===== src/design/lgts_pkg.sv =====
// Shared widths, register codes and saturating count helpers for the topic sampler.
`default_nettype none
package lgts_pkg;
   localparam int MAX_TOPICS  = 128;
   localparam int TOPIC_W     = 7;
   localparam int KCNT_W      = 8;
   localparam int DOC_W       = 8;
   localparam int POS_W       = 8;
   localparam int WORD_W      = 12;
   localparam int RND_W       = 16;
   localparam int CNT_W       = 16;
   localparam int TT_W        = 24;
   localparam int PRIOR_W     = 24;
   localparam int VOCAB_CFG_W = 13;
   localparam int Q_W         = 32;
   localparam int NUM_W       = 33;
   localparam int DEN_W       = 41;
   localparam int CLR_W       = WORD_W + TOPIC_W;
   localparam int CSR_IDX_W   = 2;
   localparam int CSR_DATA_W  = 24;

   typedef enum logic [CSR_IDX_W-1:0] {
      CSR_NUM_TOPICS = 2'd0,
      CSR_VOCAB_SIZE = 2'd1,
      CSR_ALPHA      = 2'd2,
      CSR_BETA       = 2'd3
   } csr_index_type;

   function automatic logic [CNT_W-1:0] inc16(input logic [CNT_W-1:0] v);
      return (&v) ? v : v + 1'b1;
   endfunction

   function automatic logic [CNT_W-1:0] dec16(input logic [CNT_W-1:0] v);
      return (v == '0) ? v : v - 1'b1;
   endfunction

   function automatic logic [TT_W-1:0] inc24(input logic [TT_W-1:0] v);
      return (&v) ? v : v + 1'b1;
   endfunction

   function automatic logic [TT_W-1:0] dec24(input logic [TT_W-1:0] v);
      return (v == '0) ? v : v - 1'b1;
   endfunction
endpackage
`default_nettype wire


===== src/design/lgts_div.sv =====
// Radix-2 restoring divider: floor(num * 2^16 / den), saturated to 32 bits, zero for den of 0.
`default_nettype none
module lgts_div import lgts_pkg::*; (
   input  wire  logic             clock,
   input  wire  logic             reset,
   input  wire  logic             start,
   input  wire  logic [NUM_W-1:0] num,
   input  wire  logic [DEN_W-1:0] den,
   output logic                   busy,
   output logic [Q_W-1:0]         quot
);
   localparam int CNT_DW = $clog2(Q_W);
   localparam int CMP_W  = DEN_W + 16;

   logic              busy_ff;
   logic [CNT_DW-1:0] cnt_ff;
   logic [DEN_W-1:0]  rem_ff;
   logic [DEN_W-1:0]  den_ff;
   logic [Q_W-1:0]    lo_ff;
   logic [Q_W-1:0]    quot_ff;

   logic [DEN_W:0]    trial;
   logic              fits;
   logic              sat;

   assign trial = {rem_ff, lo_ff[Q_W-1]};
   assign fits  = trial >= {1'b0, den_ff};
   // quotient would reach 2^32 when num >= den * 2^16
   assign sat   = CMP_W'(num) >= {den, 16'h0};

   always_ff @(posedge clock) begin
      if (reset) begin
         busy_ff <= 1'b0;
      end else if (start) begin
         den_ff <= den;
         if (den == '0) begin
            quot_ff <= '0;
         end else if (sat) begin
            quot_ff <= '1;
         end else begin
            rem_ff  <= DEN_W'(num[NUM_W-1:16]);
            lo_ff   <= {num[15:0], 16'h0};
            cnt_ff  <= CNT_DW'(Q_W - 1);
            busy_ff <= 1'b1;
         end
      end else if (busy_ff) begin
         rem_ff  <= fits ? DEN_W'(trial - {1'b0, den_ff}) : DEN_W'(trial);
         quot_ff <= {quot_ff[Q_W-2:0], fits};
         lo_ff   <= {lo_ff[Q_W-2:0], 1'b0};
         if (cnt_ff == '0) begin
            busy_ff <= 1'b0;
         end else begin
            cnt_ff <= cnt_ff - 1'b1;
         end
      end
   end

   assign busy = busy_ff;
   assign quot = quot_ff;
endmodule
`default_nettype wire


===== config.mk =====
export PLATFORM = sky130hd
export DESIGN_NAME = lgts_div
export DESIGN_NICKNAME = d
export VERILOG_FILES = /design/src/design/lgts_pkg.sv /design/src/design/lgts_div.sv
export SDC_FILE = /design/constraint.sdc
export NUM_CORES = 1
export LEC_CHECK = 0
export BUFFER_PORTS_ARGS = -buffer_cell sky130_fd_sc_hd__buf_4
export CAP_MARGIN = 20
export CORE_AREA = 2 2 134 136
export CTS_CLUSTER_DIAMETER = 200
export DETAILED_ROUTE_END_ITERATION = 10
export DIE_AREA = 0 0 136 138
export PLACE_DENSITY = 0.69
export SLEW_MARGIN = 5
export SYNTH_ARGS = -nofsm -noshare
export SYNTH_HDL_FRONTEND = slang
export SYNTH_SLANG_ARGS = --single-unit

===== constraint.sdc =====
create_clock -name clock -period 7.7 [get_ports clock]
set_clock_uncertainty 0.15 [all_clocks]
set_input_delay 1.54 -clock clock [delete_from_list [all_inputs] [get_ports clock]]
set_output_delay 1.54 -clock clock [all_outputs]
set_load 0.005 [all_outputs]

==> results.toml <==
[outcome]
status = "completed"

[routing]
routedLengthMet1_um = 9280
drt-total-wl_um = 20300
drt_pass1_iterations = 5
initial_detailed_routing_violation_count = 406
dr_total_vias = 6761
post_drt_via_cell_ratio = 5.58
wl_met2_um = 9430
detail_route.drc_violations = 0
wl_cell_um = 16.8
met3_wirelength_um = 1150
highest_layer = "met4"
antenna_left = 0

[logic_synthesis]
yosys.area_share.adder_pct = 8.97
synth_top_family_by_area = "simple AND/OR/NAND/NOR gates"
syn-mean-instance-area_sq_um = 9.75
synth-compound-area-share_pct = 15.2
simple_gate_share_of_the_synthesized_area_pct = 16.2
postSynthNetCount = 1004
synth_cells = 867
syn-cell-area_sq_um = 8450
ys_warn_count = 0
yosys_register_bits = 136
asyncSetResetFlopFracSynth_pct = 0
synth-main-ff-cell = "sky130_fd_sc_hd__edfxtp_1"
synth_sequential_area_ratio_pct = 48.2
synth_cell_type_count = 60
muxShareOfSynthArea_pct = 2.95
yosys.area_share.xor_xnor_pct = 3.32
synth_edf_count = 135

[worst_setup_path]
setup.worst_path.class = "input port to flop"
cp_max_fo = 33
critical_path.most_common_cell = "sky130_fd_sc_hd__buf_4"
ff2ff_path_depth = 11
cp-end-kind = "flop"
critical_path_cell_count = 12
critPathSlowestCell = "sky130_fd_sc_hd__nor2_4"
path_cells = "buf_4 > inv_1 > ha_1 > a21o_1 > a211o_1 > a221oi_1 > o21ai_0 > o21a_1 > o31ai_1 > nand2b_1 > nor2_4 > buf_4"
worstReg2RegStart = "rem_ff[16]"
critPathMaxStageDelay_ps = 610
path_buf_inv = 3
delay_heaviest_family_cp = "compound AO/OA/AOI/OAI gates"
critical_path_required_ps = 7630
arrival_ps = 4900
timing.critical_path.from = "den[10]"
crit_path_start_kind = "input port"

[layout]
most_common_library_cell_in_the_layout_ignoring_fill_and_taps = "sky130_fd_sc_hd__edfxtp_1"
utilization_pct = 57.8
most-common-layout-cells = "sky130_fd_sc_hd__edfxtp_1 (135), sky130_fd_sc_hd__nor2_1 (120), sky130_fd_sc_hd__buf_4 (115), sky130_fd_sc_hd__inv_1 (78), sky130_fd_sc_hd__a21oi_1 (75)"
share_of_post_route_cells_with_drive_strength_above_1_pct = 17.9
antenna-diode-count = 0
area_growth_syn_to_layout_pct = 19.9
finish.net_count = 1107

[timing]
achievable-frequency_mhz = 201
timing.final.crit_share_pct = 64.6
fin_crit_ps = 4970
timing.max_slew.rel_slack_pct = 42.3
worst_pin_slew_ps = 865
hold_viol_final = 0
setup-tns-final_ps = 0
setup_violations = 0
grt_setup_unrepaired = "no"
slew_viol_final = 0

[job]
cap_violations = 0

[placed_design]
gp_congestion = 0.896
place_hpwl_um = 14500
placement.io_buffers = 109

[clock_network]
cts.hold.buffers_added = 0
clock_tree_from_tritoncts = "done"
cts.path.max_buffers = 2
post_cts_resize_count = 0
root_buffer = "sky130_fd_sc_hd__clkbuf_16"
clock_sinks = 136
cts_inserted_buffers = 17
worst_skew_pair.late_latency_ps = 440
postCtsSetupBuffers = 0
cts_h_tree_lvls = 4
clk_transition_reported_paths_ps = 60

[hold_path]
hold_path_startpoint = "lo_ff[26]"
worst_hold_path_type = "flop to flop"
hold_depth = 1

[pwr]
max-vdd-ir-drop_mv = 0.169
p_leak_nw = 4.22
power.density_cell_area_nw_per_um2 = 233

[floorplanning]
floorplan.die_area_sq_um = 18800
initial_core_util_pct = 48.2
die_width_um = 136
rows = 49
dieHeight_um = 138
io_pins = 110
core_area_sq_um = 17500

[global_routing]
grt_util_all_layers_pct = 22.5
initial_antenna_violation_count = 0
grt_start_max_net_pins = 64
grt_pass1_vias = 6689
grt_first_pass_wirelength_um = 33200
global_route.overflow_total = 0
## worst reg2reg max path: stages (launching register included)
cell and delay (ps):
sky130_fd_sc_hd__edfxtp_1 400, sky130_fd_sc_hd__ha_1 410, sky130_fd_sc_hd__a21oi_1 320, sky130_fd_sc_hd__o21ai_1 200, sky130_fd_sc_hd__a2111oi_2 350, sky130_fd_sc_hd__a21o_1 300, sky130_fd_sc_hd__nor4_4 80, sky130_fd_sc_hd__o31ai_4 700
sky130_fd_sc_hd__buf_4 580, sky130_fd_sc_hd__inv_2 270, sky130_fd_sc_hd__and3_1 250, sky130_fd_sc_hd__a221o_1 350
## cell usage after synthesis (3+ instances only)
| cell | n | share of area [%] |
|---|---|---|
| sky130_fd_sc_hd__inv_1 | 78 | 3.5 |
| sky130_fd_sc_hd__nor3_1 | 18 | 1.1 |
| sky130_fd_sc_hd__mux2i_1 | 8 | 0.95 |
| sky130_fd_sc_hd__o221ai_1 | 3 | 0.31 |
| sky130_fd_sc_hd__and2_1 | 6 | 0.44 |
| sky130_fd_sc_hd__a211oi_1 | 9 | 0.80 |
| sky130_fd_sc_hd__xnor2_1 | 16 | 1.7 |
| sky130_fd_sc_hd__o21ai_0 | 45 | 2.7 |
| sky130_fd_sc_hd__xor2_1 | 16 | 1.7 |
| sky130_fd_sc_hd__nand2b_1 | 4 | 0.30 |
| sky130_fd_sc_hd__nor2b_1 | 5 | 0.37 |
| sky130_fd_sc_hd__edfxtp_1 | 135 | 48 |
| sky130_fd_sc_hd__nand3_1 | 19 | 1.1 |
| sky130_fd_sc_hd__clkbuf_1 | 19 | 0.84 |
| sky130_fd_sc_hd__o21bai_1 | 4 | 0.36 |
| sky130_fd_sc_hd__o21ai_1 | 4 | 0.24 |
| sky130_fd_sc_hd__or3_1 | 3 | 0.22 |
| sky130_fd_sc_hd__and3_1 | 7 | 0.52 |
| sky130_fd_sc_hd__nor3b_1 | 4 | 0.36 |
| sky130_fd_sc_hd__a31oi_1 | 7 | 0.52 |
| sky130_fd_sc_hd__o211ai_1 | 6 | 0.53 |
| sky130_fd_sc_hd__buf_1 | 3 | 0.13 |
| sky130_fd_sc_hd__a21oi_1 | 76 | 4.5 |
| sky130_fd_sc_hd__o21a_1 | 5 | 0.44 |
| sky130_fd_sc_hd__a21o_1 | 21 | 1.9 |
| sky130_fd_sc_hd__o31ai_1 | 8 | 0.71 |
| sky130_fd_sc_hd__or2_2 | 3 | 0.22 |
| sky130_fd_sc_hd__buf_4 | 3 | 0.27 |
| sky130_fd_sc_hd__nand4_1 | 13 | 0.96 |
| sky130_fd_sc_hd__buf_2 | 7 | 0.41 |
| sky130_fd_sc_hd__mux2_2 | 15 | 2.0 |
| sky130_fd_sc_hd__ha_1 | 59 | 8.7 |
| sky130_fd_sc_hd__nand2_1 | 72 | 3.2 |
| sky130_fd_sc_hd__nor4_1 | 16 | 1.2 |
| sky130_fd_sc_hd__nor2_1 | 122 | 5.4 |
## path summary, 6_finish.rpt
| check | endpoint | slack, ps |
|---|---|---|
| max reg2reg | rem_ff[33] | 3090 |
| min reg2reg | lo_ff[27] | 400 |
| max | rem_ff[0] | 2730 |
| min | lo_ff[27] | 400 |
## layout make-up
cell class | count | area [sq um]
Clock inverter | 15 | 204
Sequential cell | 136 | 4070
Timing Repair Buffer | 116 | 891
Fill cell | 1594 | 7400
Multi-Input combinational cell | 620 | 3960
Clock buffer | 17 | 425
Inverter | 79 | 297
Tap cell | 229 | 287
## per-stage QoR
step                      std cells  power, mW  setup WS, ps  instance area, sq um  hold slack, ps
after floorplan                 867       1.34          1450                  8450             348
after global placement         1179       1.48          2330                  9480             369
after detailed placement       1179       1.49          2150                  9480             377
after CTS                      1211       2.38          2620                 10100             391
after global routing           1212       2.48          2370                 10100             413
final                          1212       2.36          2730                 10100             397
## routing by layer
metal / up-vias / GRT usage [%]
met5: - / 0
met4: 0 / 8.72
met3: 34 / 5.68
met2: 170 / 35.3
met1: 3211 / 29.9
li1: 3346 / -
## logic make-up (layout without fill, tap and decap cells)
group	Yosys count	after routing
simple gates	298	298
compound gates	207	207
flops	136	136
buf+inv	111	227
fa+ha+maj	60	60
xor+xnor	32	32
mux	23	23
## report_power, final
| part | total, mW | internal (mW) | switching [mW] |
|---|---|---|---|
| clock network | 0.884 | 0.524 | 0.360 |
| logic | 0.571 | 0.232 | 0.339 |
| registers | 0.907 | 0.883 | 0.0238 |
## flip-flops by register name (all words and copies together) (netlist names)
register / flops
den_ff: 41
rem_ff: 41
quot: 32
lo_ff: 16
cnt_ff: 5
busy: 1
(Power assumes the default switching activity.)
